## src/design/pastel_border_fade_defines.svh

```systemverilog
// ----------------------------------------------------------------------------
// Border fade assertion macros
// Concurrent check wrappers shared by the border fade RTL; empty in synthesis.
// ----------------------------------------------------------------------------
`ifndef PASTEL_BORDER_FADE_DEFINES_SVH
`define PASTEL_BORDER_FADE_DEFINES_SVH

`ifndef SYNTHESIS

// same-cycle implication
`define PBF_ASSERT_IMP(label, ck, rn, ante, cons) \
	label: assert property (@(posedge ck) disable iff (!rn) (ante) |-> (cons)) \
		else $error("pbf: same-cycle check failed");

// next-cycle implication
`define PBF_ASSERT_NXT(label, ck, rn, ante, cons) \
	label: assert property (@(posedge ck) disable iff (!rn) (ante) |=> (cons)) \
		else $error("pbf: next-cycle check failed");

`else

`define PBF_ASSERT_IMP(label, ck, rn, ante, cons)
`define PBF_ASSERT_NXT(label, ck, rn, ante, cons)

`endif

`endif

```

## src/design/pbf_pkg.sv

```systemverilog
// ----------------------------------------------------------------------------
// Border fade package
// Widths, register codes, reset values and shared payload types.
// ----------------------------------------------------------------------------
package pbf_pkg;

	localparam int PIX_W = 8;
	localparam int POS_W = 12;
	localparam int DIM_W = 13;
	localparam int REM_W = 20;
	localparam int QUO_W = 8;
	localparam int IDX_W = 2;

	localparam logic [DIM_W-1:0] MAX_DIM    = 13'd4096;
	localparam logic [DIM_W-1:0] RST_BORDER = 13'd0;
	localparam logic [DIM_W-1:0] RST_WIDTH  = 13'd640;
	localparam logic [DIM_W-1:0] RST_HEIGHT = 13'd480;
	localparam logic [PIX_W-1:0] PIX_MAX    = 8'd255;

	typedef enum logic [IDX_W-1:0] {
		REG_BORDER_WIDTH = 2'd0,
		REG_IMAGE_WIDTH  = 2'd1,
		REG_IMAGE_HEIGHT = 2'd2
	} pbf_reg_t;

	typedef struct packed {
		logic [DIM_W-1:0] border_width;
		logic [DIM_W-1:0] image_width;
		logic [DIM_W-1:0] image_height;
	} pbf_cfg_t;

	typedef struct packed {
		logic [PIX_W-1:0] pixel;
		logic [POS_W-1:0] col;
		logic [POS_W-1:0] row;
	} pbf_item_t;

	// one item in flight through the divider
	typedef struct packed {
		pbf_item_t        item;
		logic             active;
		logic [REM_W-1:0] rem;
		logic [QUO_W-1:0] quo;
	} pbf_dv_t;

endpackage

```

## src/design/pbf_stream_if.sv

```systemverilog
// ----------------------------------------------------------------------------
// Border fade stream interfaces
// Valid/ready channels for the pixel input and the faded pixel output.
// ----------------------------------------------------------------------------
interface pbf_pix_in_if;
	import pbf_pkg::*;

	logic             valid;
	logic             ready;
	logic [PIX_W-1:0] pixel_in;
	logic [POS_W-1:0] col;
	logic [POS_W-1:0] row;

	modport source (output valid, output pixel_in, output col, output row, input ready);
	modport sink   (input valid, input pixel_in, input col, input row, output ready);
endinterface

interface pbf_pix_out_if;
	import pbf_pkg::*;

	logic             valid;
	logic             ready;
	logic [PIX_W-1:0] pixel_out;

	modport source (output valid, output pixel_out, input ready);
	modport sink   (input valid, input pixel_out, output ready);
endinterface

```

## src/design/pastel_border_fade.sv

```systemverilog
// ----------------------------------------------------------------------------
// Pastel border fade
// Fades grey pixels toward white near the frame edges, one pixel per clock unless stalled.
// ----------------------------------------------------------------------------
// Takes one pixel beat per clock unless back-pressured and returns one
// faded pixel per beat, in order, through a register for the outer-frame
// rule, then the column pass and the row pass. Each pass computes its
// blend weight with an unrolled restoring divider by the border depth,
// one quotient bit per stage, and that chain is most of each pass's
// registers. Back-pressure collapses bubbles stage by stage. Write the
// registers only while no pixel is in flight.
module pastel_border_fade (
	input  logic                        clk,
	input  logic                        arst_n,
	input  logic                        wr_en,
	input  logic [pbf_pkg::IDX_W-1:0]   wr_index,
	input  logic [pbf_pkg::DIM_W-1:0]   wr_data,
	pbf_pix_in_if.sink                  pix_in,
	pbf_pix_out_if.source               pix_out
);
	import pbf_pkg::*;

	pbf_cfg_t  cfg;
	logic      frame;
	logic      rdy_s1;
	logic      valid_s1;
	pbf_item_t item_s1;
	logic      h_ready;
	logic      h_valid;
	pbf_item_t h_item;
	logic      v_ready;
	logic      v_valid;
	pbf_item_t v_item;

	pbf_cfg u_cfg (
		.clk     (clk),
		.arst_n  (arst_n),
		.wr_en   (wr_en),
		.wr_index(wr_index),
		.wr_data (wr_data),
		.cfg     (cfg)
	);

	// outermost frame goes to full white
	assign frame = (pix_in.col == '0) || (pix_in.row == '0)
		|| (({1'b0, pix_in.col} + 1'b1) == cfg.image_width)
		|| (({1'b0, pix_in.row} + 1'b1) == cfg.image_height);

	assign rdy_s1       = !valid_s1 || h_ready;
	assign pix_in.ready = rdy_s1;

	always_ff @(posedge clk or negedge arst_n) begin
		if (!arst_n) begin
			valid_s1 <= 1'b0;
		end else if (rdy_s1) begin
			valid_s1 <= pix_in.valid;
		end
	end

	always_ff @(posedge clk) begin
		if (pix_in.valid && rdy_s1) begin
			item_s1.pixel <= frame ? PIX_MAX : pix_in.pixel_in;
			item_s1.col   <= pix_in.col;
			item_s1.row   <= pix_in.row;
		end
	end

	pbf_pass u_pass_h (
		.clk      (clk),
		.arst_n   (arst_n),
		.vert     (1'b0),
		.bw       (cfg.border_width),
		.size     (cfg.image_width),
		.in_valid (valid_s1),
		.in_ready (h_ready),
		.in_item  (item_s1),
		.out_valid(h_valid),
		.out_ready(v_ready),
		.out_item (h_item)
	);

	pbf_pass u_pass_v (
		.clk      (clk),
		.arst_n   (arst_n),
		.vert     (1'b1),
		.bw       (cfg.border_width),
		.size     (cfg.image_height),
		.in_valid (h_valid),
		.in_ready (v_ready),
		.in_item  (h_item),
		.out_valid(v_valid),
		.out_ready(pix_out.ready),
		.out_item (v_item)
	);

	assign pix_out.valid     = v_valid;
	assign pix_out.pixel_out = v_item.pixel;

endmodule

```

## src/design/pbf_cfg.sv

```systemverilog
// ----------------------------------------------------------------------------
// Border fade configuration registers
// Border depth and image size, saturated to the largest frame dimension.
// ----------------------------------------------------------------------------
`include "pastel_border_fade_defines.svh"

module pbf_cfg (
	input  logic                        clk,
	input  logic                        arst_n,
	input  logic                        wr_en,
	input  logic [pbf_pkg::IDX_W-1:0]   wr_index,
	input  logic [pbf_pkg::DIM_W-1:0]   wr_data,
	output pbf_pkg::pbf_cfg_t           cfg
);
	import pbf_pkg::*;

	logic [DIM_W-1:0] wr_sat;
	pbf_cfg_t         cfg_q;

	// clamp oversize writes to the largest frame
	assign wr_sat = (wr_data > MAX_DIM) ? MAX_DIM : wr_data;

	always_ff @(posedge clk or negedge arst_n) begin
		if (!arst_n) begin
			cfg_q.border_width <= RST_BORDER;
			cfg_q.image_width  <= RST_WIDTH;
			cfg_q.image_height <= RST_HEIGHT;
		end else if (wr_en) begin
			case (wr_index)
				REG_BORDER_WIDTH: cfg_q.border_width <= wr_sat;
				REG_IMAGE_WIDTH:  cfg_q.image_width  <= wr_sat;
				REG_IMAGE_HEIGHT: cfg_q.image_height <= wr_sat;
				default: begin
				end
			endcase
		end
	end

	assign cfg = cfg_q;

	`PBF_ASSERT_IMP(a_border_max, clk, arst_n, 1'b1, cfg_q.border_width <= MAX_DIM)
	`PBF_ASSERT_IMP(a_size_max, clk, arst_n, 1'b1, (cfg_q.image_width <= MAX_DIM) && (cfg_q.image_height <= MAX_DIM))
	`PBF_ASSERT_NXT(a_border_wr, clk, arst_n, wr_en && (wr_index == REG_BORDER_WIDTH) && (wr_data <= MAX_DIM), cfg_q.border_width == $past(wr_data))

endmodule

```

## src/design/pbf_div_step.sv

```systemverilog
// ----------------------------------------------------------------------------
// Border fade divider step
// One restoring division step per stage: settle one quotient bit, then hold.
// ----------------------------------------------------------------------------
module pbf_div_step (
	input  logic                        clk,
	input  logic                        arst_n,
	input  logic [2:0]                  bit_idx,
	input  logic [pbf_pkg::DIM_W-1:0]   bw,
	input  logic                        in_valid,
	output logic                        in_ready,
	input  pbf_pkg::pbf_dv_t            in_dv,
	output logic                        out_valid,
	input  logic                        out_ready,
	output pbf_pkg::pbf_dv_t            out_dv
);
	import pbf_pkg::*;

	logic [REM_W-1:0] trial;
	pbf_dv_t          nxt;
	logic             valid_s1;
	pbf_dv_t          dv_s1;

	assign trial = {{(REM_W-DIM_W){1'b0}}, bw} << bit_idx;

	// skip idle beats: a zero border gives a zero trial that would set every bit
	always_comb begin
		nxt = in_dv;
		if (in_dv.active && (in_dv.rem >= trial)) begin
			nxt.rem          = in_dv.rem - trial;
			nxt.quo[bit_idx] = 1'b1;
		end
	end

	assign in_ready = !valid_s1 || out_ready;

	always_ff @(posedge clk or negedge arst_n) begin
		if (!arst_n) begin
			valid_s1 <= 1'b0;
		end else if (in_ready) begin
			valid_s1 <= in_valid;
		end
	end

	always_ff @(posedge clk) begin
		if (in_valid && in_ready) begin
			dv_s1 <= nxt;
		end
	end

	assign out_valid = valid_s1;
	assign out_dv    = dv_s1;

endmodule

```

## src/design/pbf_pass.sv

```systemverilog
// ----------------------------------------------------------------------------
// Border fade pass
// One fade pass: edge distance, weight product, eight-step divide, blend.
// ----------------------------------------------------------------------------
`include "pastel_border_fade_defines.svh"

module pbf_pass (
	input  logic                        clk,
	input  logic                        arst_n,
	input  logic                        vert,
	input  logic [pbf_pkg::DIM_W-1:0]   bw,
	input  logic [pbf_pkg::DIM_W-1:0]   size,
	input  logic                        in_valid,
	output logic                        in_ready,
	input  pbf_pkg::pbf_item_t          in_item,
	output logic                        out_valid,
	input  logic                        out_ready,
	output pbf_pkg::pbf_item_t          out_item
);
	import pbf_pkg::*;

	// edge distance
	logic [POS_W-1:0]       pos;
	logic                   lt;
	logic                   gt;
	logic [DIM_W:0]         reach;
	logic [DIM_W:0]         diff;
	logic [DIM_W:0]         dabs;
	logic [DIM_W-1:0]       edge_gap;
	logic                   act;

	logic                   rdy1;
	logic                   valid_s1;
	pbf_item_t              item_s1;
	logic                   active_s1;
	logic [DIM_W-1:0]       bd_s1;
	logic [PIX_W-1:0]       comp_s1;

	logic [DIM_W+PIX_W-1:0] prod;
	logic                   rdy2;
	logic                   valid_s2;
	pbf_dv_t                dv_s2;

	logic                   chain_valid [QUO_W+1];
	logic                   chain_ready [QUO_W+1];
	pbf_dv_t                chain_dv    [QUO_W+1];

	pbf_dv_t                last;
	logic [PIX_W:0]         sum;
	logic                   rdy11;
	logic                   valid_s11;
	pbf_item_t              item_s11;

	assign pos      = vert ? in_item.row : in_item.col;
	assign lt       = {1'b0, pos} < bw;
	assign reach    = {2'b00, pos} + {1'b0, bw};
	assign gt       = reach > {1'b0, size};
	assign diff     = {1'b0, size} - {2'b00, pos};
	assign dabs     = diff[DIM_W] ? (~diff + 1'b1) : diff;
	assign edge_gap = lt ? {1'b0, pos} : dabs[DIM_W-1:0];
	assign act      = (bw != '0) && (lt || gt) && (edge_gap < bw);

	assign rdy1     = !valid_s1 || rdy2;
	assign in_ready = rdy1;

	always_ff @(posedge clk or negedge arst_n) begin
		if (!arst_n) begin
			valid_s1 <= 1'b0;
		end else if (rdy1) begin
			valid_s1 <= in_valid;
		end
	end

	// an idle pass gets a zero weight, so its quotient stays zero
	always_ff @(posedge clk) begin
		if (in_valid && rdy1) begin
			item_s1   <= in_item;
			active_s1 <= act;
			bd_s1     <= act ? (bw - edge_gap) : '0;
			comp_s1   <= PIX_MAX - in_item.pixel;
		end
	end

	assign prod = bd_s1 * comp_s1;
	assign rdy2 = !valid_s2 || chain_ready[0];

	always_ff @(posedge clk or negedge arst_n) begin
		if (!arst_n) begin
			valid_s2 <= 1'b0;
		end else if (rdy2) begin
			valid_s2 <= valid_s1;
		end
	end

	always_ff @(posedge clk) begin
		if (valid_s1 && rdy2) begin
			dv_s2.item   <= item_s1;
			dv_s2.active <= active_s1;
			dv_s2.rem    <= prod[REM_W-1:0];
			dv_s2.quo    <= '0;
		end
	end

	assign chain_valid[0] = valid_s2;
	assign chain_dv[0]    = dv_s2;

	// quotient bits from the top down, one per stage
	for (genvar k = 0; k < QUO_W; k++) begin : g_div
		pbf_div_step u_step (
			.clk      (clk),
			.arst_n   (arst_n),
			.bit_idx  (3'(QUO_W - 1 - k)),
			.bw       (bw),
			.in_valid (chain_valid[k]),
			.in_ready (chain_ready[k]),
			.in_dv    (chain_dv[k]),
			.out_valid(chain_valid[k+1]),
			.out_ready(chain_ready[k+1]),
			.out_dv   (chain_dv[k+1])
		);
	end

	assign last  = chain_dv[QUO_W];
	assign sum   = {1'b0, last.item.pixel} + {1'b0, last.quo};
	assign rdy11 = !valid_s11 || out_ready;
	assign chain_ready[QUO_W] = rdy11;

	always_ff @(posedge clk or negedge arst_n) begin
		if (!arst_n) begin
			valid_s11 <= 1'b0;
		end else if (rdy11) begin
			valid_s11 <= chain_valid[QUO_W];
		end
	end

	always_ff @(posedge clk) begin
		if (chain_valid[QUO_W] && rdy11) begin
			item_s11.col   <= last.item.col;
			item_s11.row   <= last.item.row;
			item_s11.pixel <= sum[PIX_W-1:0];
		end
	end

	assign out_valid = valid_s11;
	assign out_item  = item_s11;

	`PBF_ASSERT_IMP(a_no_overflow, clk, arst_n, chain_valid[QUO_W], !sum[PIX_W])
	`PBF_ASSERT_IMP(a_rem_below, clk, arst_n, chain_valid[QUO_W] && last.active, last.rem < {{(REM_W-DIM_W){1'b0}}, bw})
	`PBF_ASSERT_IMP(a_idle_zero, clk, arst_n, chain_valid[QUO_W] && !last.active, last.quo == '0)

endmodule
```

## src/flat_wrapper.sv

```systemverilog
// flat-port wrapper written by rule: the top's interface ports become plain ports
module pastel_border_fade_flat import pbf_pkg::*;
  (clk, arst_n, wr_en, wr_index, wr_data, pix_in_valid, pix_in_pixel_in, pix_in_col, pix_in_row, pix_in_ready, pix_out_valid, pix_out_pixel_out, pix_out_ready);
  pbf_pix_in_if pix_in_i ();
  pbf_pix_out_if pix_out_i ();
  input  logic clk;
  input  logic arst_n;
  input  logic wr_en;
  input  logic [pbf_pkg::IDX_W-1:0] wr_index;
  input  logic [pbf_pkg::DIM_W-1:0] wr_data;
  input wire logic [$bits(pix_in_i.valid)-1:0] pix_in_valid;
  input wire logic [$bits(pix_in_i.pixel_in)-1:0] pix_in_pixel_in;
  input wire logic [$bits(pix_in_i.col)-1:0] pix_in_col;
  input wire logic [$bits(pix_in_i.row)-1:0] pix_in_row;
  output wire logic [$bits(pix_in_i.ready)-1:0] pix_in_ready;
  output wire logic [$bits(pix_out_i.valid)-1:0] pix_out_valid;
  output wire logic [$bits(pix_out_i.pixel_out)-1:0] pix_out_pixel_out;
  input wire logic [$bits(pix_out_i.ready)-1:0] pix_out_ready;
  assign pix_in_i.valid = pix_in_valid;
  assign pix_in_i.pixel_in = pix_in_pixel_in;
  assign pix_in_i.col = pix_in_col;
  assign pix_in_i.row = pix_in_row;
  assign pix_in_ready = pix_in_i.ready;
  assign pix_out_valid = pix_out_i.valid;
  assign pix_out_pixel_out = pix_out_i.pixel_out;
  assign pix_out_i.ready = pix_out_ready;
  pastel_border_fade u_core (.clk(clk), .arst_n(arst_n), .wr_en(wr_en), .wr_index(wr_index), .wr_data(wr_data), .pix_in(pix_in_i), .pix_out(pix_out_i));
endmodule
```

## config.mk

```make
export PLATFORM = sky130hd
export DESIGN_NAME = pastel_border_fade_flat
export DESIGN_NICKNAME = d
export VERILOG_FILES = /design/src/design/pbf_pkg.sv /design/src/design/pbf_stream_if.sv /design/src/design/pastel_border_fade.sv /design/src/design/pbf_cfg.sv /design/src/design/pbf_div_step.sv /design/src/design/pbf_pass.sv /design/src/flat_wrapper.sv
export VERILOG_INCLUDE_DIRS = /design/src /design/src/design
export SDC_FILE = /design/constraint.sdc
export NUM_CORES = 2
export LEC_CHECK = 0
export BUFFER_PORTS_ARGS = -buffer_cell sky130_fd_sc_hd__buf_2
export CAP_MARGIN = 25
export CORE_MARGIN = 4
export CORE_UTILIZATION = 45
export DETAILED_ROUTE_END_ITERATION = 16
export PLACE_DENSITY_LB_ADDON = 0.05
export REMOVE_ABC_BUFFERS = 1
export SETUP_SLACK_MARGIN = 0.3
export SYNTH_ARGS = -nofsm -noshare
export SYNTH_HDL_FRONTEND = slang
export SYNTH_SLANG_ARGS = --single-unit
```

## constraint.sdc

```tcl
create_clock -name clk -period 5.9 [get_ports clk]
set_clock_uncertainty 0.1 [all_clocks]
set_input_delay 0.295 -clock clk [delete_from_list [all_inputs] [get_ports clk]]
set_output_delay 0.295 -clock clk [all_outputs]
set_load 0.05 [all_outputs]
```

* Word level (Yosys, flattened, before mapping)
Cells that the tools add are included.
Operators by class: add/sub/neg operators 28, multipliers 2, $lt $le $gt $ge 23, equal/unequal tests 4, muxes and demuxes 19, bitwise logic cells 2, reductions and logical operators 101
Operator list (number):
- $mux 28 | 14
- $mux 13 | 5
- $logic_and 1x1->1 | 43
- $ge 20x13->1 | 2
- $ge 20x14->1 | 2
- $ge 20x15->1 | 2
- $ge 20x16->1 | 2
- $ge 20x17->1 | 2
- $ge 20x18->1 | 2
- $ge 20x19->1 | 2
- $ge 20x20->1 | 2
- $mul 13x8->20 | 2
- $sub 20x14->20 | 2
- $sub 20x15->20 | 2
- $sub 20x16->20 | 2
- $sub 20x17->20 | 2
- $sub 20x18->20 | 2
- $sub 20x19->20 | 2
- $sub 20x20->20 | 2
- $add 12x13->14 | 2
- $gt 14x13->1 | 2
- $logic_or 1x1->1 | 28
- $sub 13x12->14 | 2
- $add 12x1->13 const B | 2
- other kinds (16) | 49
Storage, ports and cells: flip-flop bits (word level) 910, bits of input ports 52, output and inout bits 10

* Logic depth before layout (Yosys ltp)
depth after elaboration 25, mapped depth 21, gate-level depth less buffers 20

* Cells and area by module
From an unflattened synthesis, not the netlist that was laid out.
Unflattened totals: cell total of the unflattened synthesis 7504, area, all modules 86551.8 µm²
By module, submodules not included:
- pbf_div_step (u_core.u_pass_h.g_div[0].u_step ...) | times used 11, cells an instance 328, area each 3910.0 µm², sequential area each 1856.8 µm²
- pbf_div_step (u_core.u_pass_v.g_div[4].u_step ...) | times used 4, cells an instance 329, area each 3716.1 µm², sequential area each 1856.8 µm²
- pbf_pass (u_core.u_pass_h) | times used 1, cells an instance 970, area each 10613.9 µm², sequential area each 4249.1 µm²
- pbf_pass (u_core.u_pass_v) | times used 1, cells an instance 966, area each 10595.2 µm², sequential area each 4249.1 µm²
- pbf_div_step (u_core.u_pass_h.g_div[7].u_step) | times used 1, cells an instance 311, area each 3881.2 µm², sequential area each 1856.8 µm²
- pastel_border_fade | times used 1, cells an instance 164, area each 1963.1 µm², sequential area each 985.9 µm²
- pbf_cfg | times used 1, cells an instance 169, area each 1624.1 µm², sequential area each 983.4 µm²

* Worst setup path after synthesis
OpenSTA, ideal clock, no wires.
path kind register to register, start register u_core.u_cfg.cfg_q (netlist bit u_core.u_cfg.cfg[27]), end register u_core.u_pass_h.bd_s1[10] (data pin), setup time 0.270 ns, arrival 5.489 ns, setup slack 0.041 ns, cell stages (with the launch flop) 22, cell sequence dfrtp_1 -> inv_1 -> ha_1 -> nor2b_1 -> o211ai_1 -> a21oi_1 -> o31a_1 -> o2111ai_1 -> a311oi_2 -> clkbuf_1 -> o211ai_1 -> o21ai_0 -> ha_1 -> nor2b_1 -> o21a_1 -> o21ai_1 -> a311oi_1 -> o31ai_1 -> nand2_1 -> nor4_2 -> clkbuf_1 -> nor3_1
Between the ends: cells in the longest elaborated chain, start to end 5
RTL lines:
- start: declaration | line pbf_cfg.sv:18 | pbf_cfg_t cfg_q;
- $add 12x13->14 | line pbf_pass.sv:56 | assign reach = {2'b00, pos} + {1'b0, bw};
- $gt 14x13->1 | line pbf_pass.sv:57 | assign gt = reach > {1'b0, size};
- $logic_or 1x1->1 | line pbf_pass.sv:61 | assign act = (bw != '0) && (lt || gt) && (edge_gap < bw);
- $logic_and 1x1->1 (2 in series) | line pbf_pass.sv:61
- end signal: assignment | line pbf_pass.sv:79 | bd_s1 <= act ? (bw - edge_gap) : '0;
- end: declaration | line pbf_pass.sv:36 | logic [DIM_W-1:0] bd_s1;
Parallel ways exist; a longest one is shown, timed or not. A chain may end at the register's enable or synchronous reset.

* Worst setup path after layout
start register u_core.u_pass_v.comp_s1[7], end register u_core.u_pass_v.dv_s2 (netlist bit u_core.u_pass_v.chain_dv[514]) (data pin)
Between the ends: cells in the longest elaborated chain, start to end 1
RTL lines:
- start: declaration | line pbf_pass.sv:37 | logic [PIX_W-1:0] comp_s1;
- start signal: assignment | line pbf_pass.sv:80 | comp_s1 <= PIX_MAX - in_item.pixel;
- $mul 13x8->20 | line pbf_pass.sv:84 | assign prod = bd_s1 * comp_s1;
- named net u_core.u_pass_v.prod[18] | line pbf_pass.sv:39 | logic [DIM_W+PIX_W-1:0] prod;
- end: declaration | line pbf_pass.sv:42 | pbf_dv_t dv_s2;
The timed path passes the listed nets, and every way through them passes these cells.

==> metrics.md <==
| Metric | Value |
|---|---|
| Outcome | complete, no violations |
| DRT iter0 DRCs | 1820 |
| Critical Path AT | 5.61 ns |
| Setup Crit Path Kind | reg -> reg |
| Initial cell density of the core | 45.5% |
| Seq/Total Area, Yosys | 49.2% |
| Clock transition at path regs | 0.07 ns |
| Cells after Synth | 4404 |
| Final hold violation count | 0 |
| HP Class | in -> async |
| Final setup fails | 0 |
| Grt total ovfl | 0 |
| Mean routed wirelength per cell | 19.1 um |
| Syn. warnings | 0 |
| Worst-Skew Late Latency | 0.67 ns |
| Global Route Usage Sum | 19.7% |
| Largest net degree at the start of global routing | 49 |
| Cell variety after synth | 104 |
| Largest area contributor in the netlist | edfxtp_1 |
| Antenna violations before repair | 1 |
| CP Launch Type | flop |
| Final #Nets | 5240 |
| Pre-antenna DRT Iters | 5 |
| Post-DP Area | 0.0539 sq mm |
| Worst-path fanout max | 13 |
| Post-DP HPWL | 87300 um |
| Share of layout cells above drive strength 1 | 9.98% |
| Via Count | 33000 |
| Port-buffer cells | 61 |
| F_max | 189 MHz |
| Die width | 346 um |
| CP max stage cell | edfxtp_1 |
| Clock power share | 19.6% |
| Worst slew pin tran | 0.986 ns |
| Die area | 0.120 sq mm |
| Filler cells | 9985 |
| CTS Buf Count | 96 |
| Top post-synthesis cells by area | edfxtp_1 (46%), ha_1 (10%), fa_1 (5.9%) |
| RSZ-0062 raised after global routing | false |
| Leak Pwr | 0.0230 uW |
| CP Data Required Time | 6.22 ns |
| Post-synthesis register bit count | 854 |
| Pwr Density | 530 mW/mm^2 |
| Tmin final | 5.29 ns |
| Clk sinks | 854 |
| Synth-to-layout area growth | 12.1% |
| Share of the synthesized area in the top cell type | 46.2% |
| Global-route wire length before repair | 188000 um |
| Vias in the first global route | 33600 |
| Clock root cell | clkbuf_16 |
| Setup TNS | 0 ns |
| Routability cong. | 0.877 |
| Combinational Power Share | 48.3% |
| Max_slew headroom | 33.7% |
| CTS max path bufs | 3 |
| Post-synth EDFFs | 792 |
| CP Capture Type | flop |
| Fin area | 0.0577 sq mm |
| R2R Setup Slk | 0.61 ns |
| Switching pwr | 11600 uW |
| Area of the mapped netlist | 0.0515 sq mm |
| Syn Area/Cell | 11.7 sq um |
| Fin crit share | 89.7% |
| Synth Flop Type | edfxtp_1 |
| Io pins | 62 |
| Antenna-violating nets left | 0 |
| Die height | 346 um |
| Via/cell ratio | 5.34 |
| Crit-path cells | and2_1 -> fa_1 -> inv_1 -> fa_1 -> fa_1 -> inv_1 -> fa_1 -> ha_1 -> o41a_1 -> a41o_1 -> o211ai_1 -> o21ai_0 -> a311o_1 |
| Max-slew violation count | 0 |
| H-Tree Depth | 3 |
| CORE AREA | 0.113 sq mm |
| Post-Route WL | 118000 um |
| Total of max-cap violations | 0 |
| TritonCTS clock tree | yes |
| Most frequent cell after synthesis | edfxtp_1 |
| Internal power | 19000 uW |
| FFs w/ async S/R, synth | 7.26% |
| CP dominant cell by count | fa_1 |
| Row count | 123 |
| Switching part of the total | 37.8% |
| Crit path largest cell delay | 0.60 ns |
| # DRC | 0 |
| Seq pwr share | 32.1% |
| Peak supply drop | 0.315 mV |
| Synth cell count leaders | edfxtp_1 (792), ha_1 (430), inv_1 (376), nand2_1 (332), a21oi_1 (214) |
[layout make-up]
class | count | area, sq um | share of cell area (%)
multi-input cells | 3103 | 24500 | 42.5
clock buffers | 113 | 2530 | 4.38
clock inverters | 60 | 643 | 1.11
diodes | 1 | 2.50 | 0.00433
well taps | 1500 | 1880 | 3.25
repair buffers | 173 | 1400 | 2.42
inverters | 378 | 1420 | 2.46
flip-flops and latches | 854 | 25300 | 43.9
[metrics by stage]
stage / utilization [%] / setup WS [ns] / cells / power (uW) / hold slack [ns]
after CTS: 50.9 / 0.577 / 6175 / 30900 / 0.0101
final: 51.0 / 0.607 / 6182 / 30600 / 0.0788
after detailed placement: 47.7 / 0.602 / 5953 / 24700 / 0.0876
after global routing: 51.0 / 0.335 / 6181 / 33300 / 0.0377
after floorplan: - / -0.367 / 4335 / 21200 / -0.101
after global placement: 47.6 / 0.659 / 5950 / 24600 / 0.0900
[repair_timing]
item	4_1_cts	5_1_grt
buffers inserted	0	0
hold buffers	49	0
resized for setup	0	1
endpoints found under the hold margin	131	0
endpoints found under the setup margin	0	1
[per-layer routing]
layer  part of all wire (%)  up-vias  track usage (%)
li1                       -    16500                -
met1                     45    15900             26.1
met2                     48      513             33.5
met3                    3.4      202             2.76
met4                    3.3        0             6.21
met5                      0        -                0
[power groups by stage]
| stage | Sequential (uW) | Clock (uW) | Combinational [uW] |
|---|---|---|---|
| final | 9820 | 6000 | 14800 |
| after global routing | 9980 | 6450 | 16900 |
| after CTS | 9850 | 6200 | 14800 |
| after detailed placement | 9970 | 0 | 14700 |
| after global placement | 9960 | 0 | 14600 |
| after floorplan | 9650 | 0 | 11500 |
[worst max-delay path, delay by kind of cell (launching register included)]
family	cells	cell delay [ns]
AOI/OAI and AO/OA	5	1.66
DFF	1	0.60
and+or+nand+nor	1	0.25
adders and majority gates	5	2.32
buffers and inverters	2	0.11
[path summary, 6_finish.rpt]
check,start,end,depth (start not counted)
max,u_core.u_pass_v.comp_s1[7]$_DFFE_PP_,u_core.u_pass_v.chain_dv[514]$_DFFE_PP_,13
min,arst_n,u_core.u_cfg.cfg[20]$_DFFE_PN1P_,2
min in group clk,wr_index[1],u_core.u_cfg.cfg[27]$_DFFE_PN0P_,3
min reg2reg,u_core.u_pass_h.g_div[2].u_step.out_dv[39]$_DFFE_PP_,u_core.u_pass_h.g_div[3].u_step.out_dv[39]$_DFFE_PP_,0
max in group asynchronous,arst_n,u_core.u_cfg.cfg[24]$_DFFE_PN0P_,3
max reg2reg,u_core.u_pass_v.comp_s1[7]$_DFFE_PP_,u_core.u_pass_v.chain_dv[514]$_DFFE_PP_,13
[cells by family after synthesis]
group	share of synthesized area, %
XOR/XNOR	5.17
multiplexers	2.72
flip-flops	49.2
adder cells (fa/ha/maj)	16.4
buffers and inverters	3.36
AO/OA/AOI/OAI	10.6
AND/OR/NAND/NOR	12.6
[sequential cells by signal (all words and copies together) (netlist names), 13 cells and up]
name and flops:
u_core.u_pass_h.out_item 20, u_core.u_pass_h.chain_dv 41, u_core.u_pass_h.bd_s1 13, u_core.u_pass_v.g_div.u_step.out_dv 247, u_core.u_pass_v.bd_s1 13, u_core.item_s1 32
u_core.u_pass_h.item_s1 20, u_core.u_pass_h.g_div.u_step.out_dv 343, u_core.u_cfg.cfg 39, u_core.u_pass_v.chain_dv 29
[cells in the final DEF (no fill, tap or decap), types with 99 or more instances in the layout]
cell type / count
edfxtp_1: 792
ha_1: 430
inv_1: 376
nand2_1: 332
a21oi_1: 212
xnor2_1: 208
nor2_1: 204
o21ai_0: 198
fa_1: 152
and2_1: 139
nor3_1: 104
mux2_2: 104
clkbuf_16: 99
(Power assumes the default switching activity.)
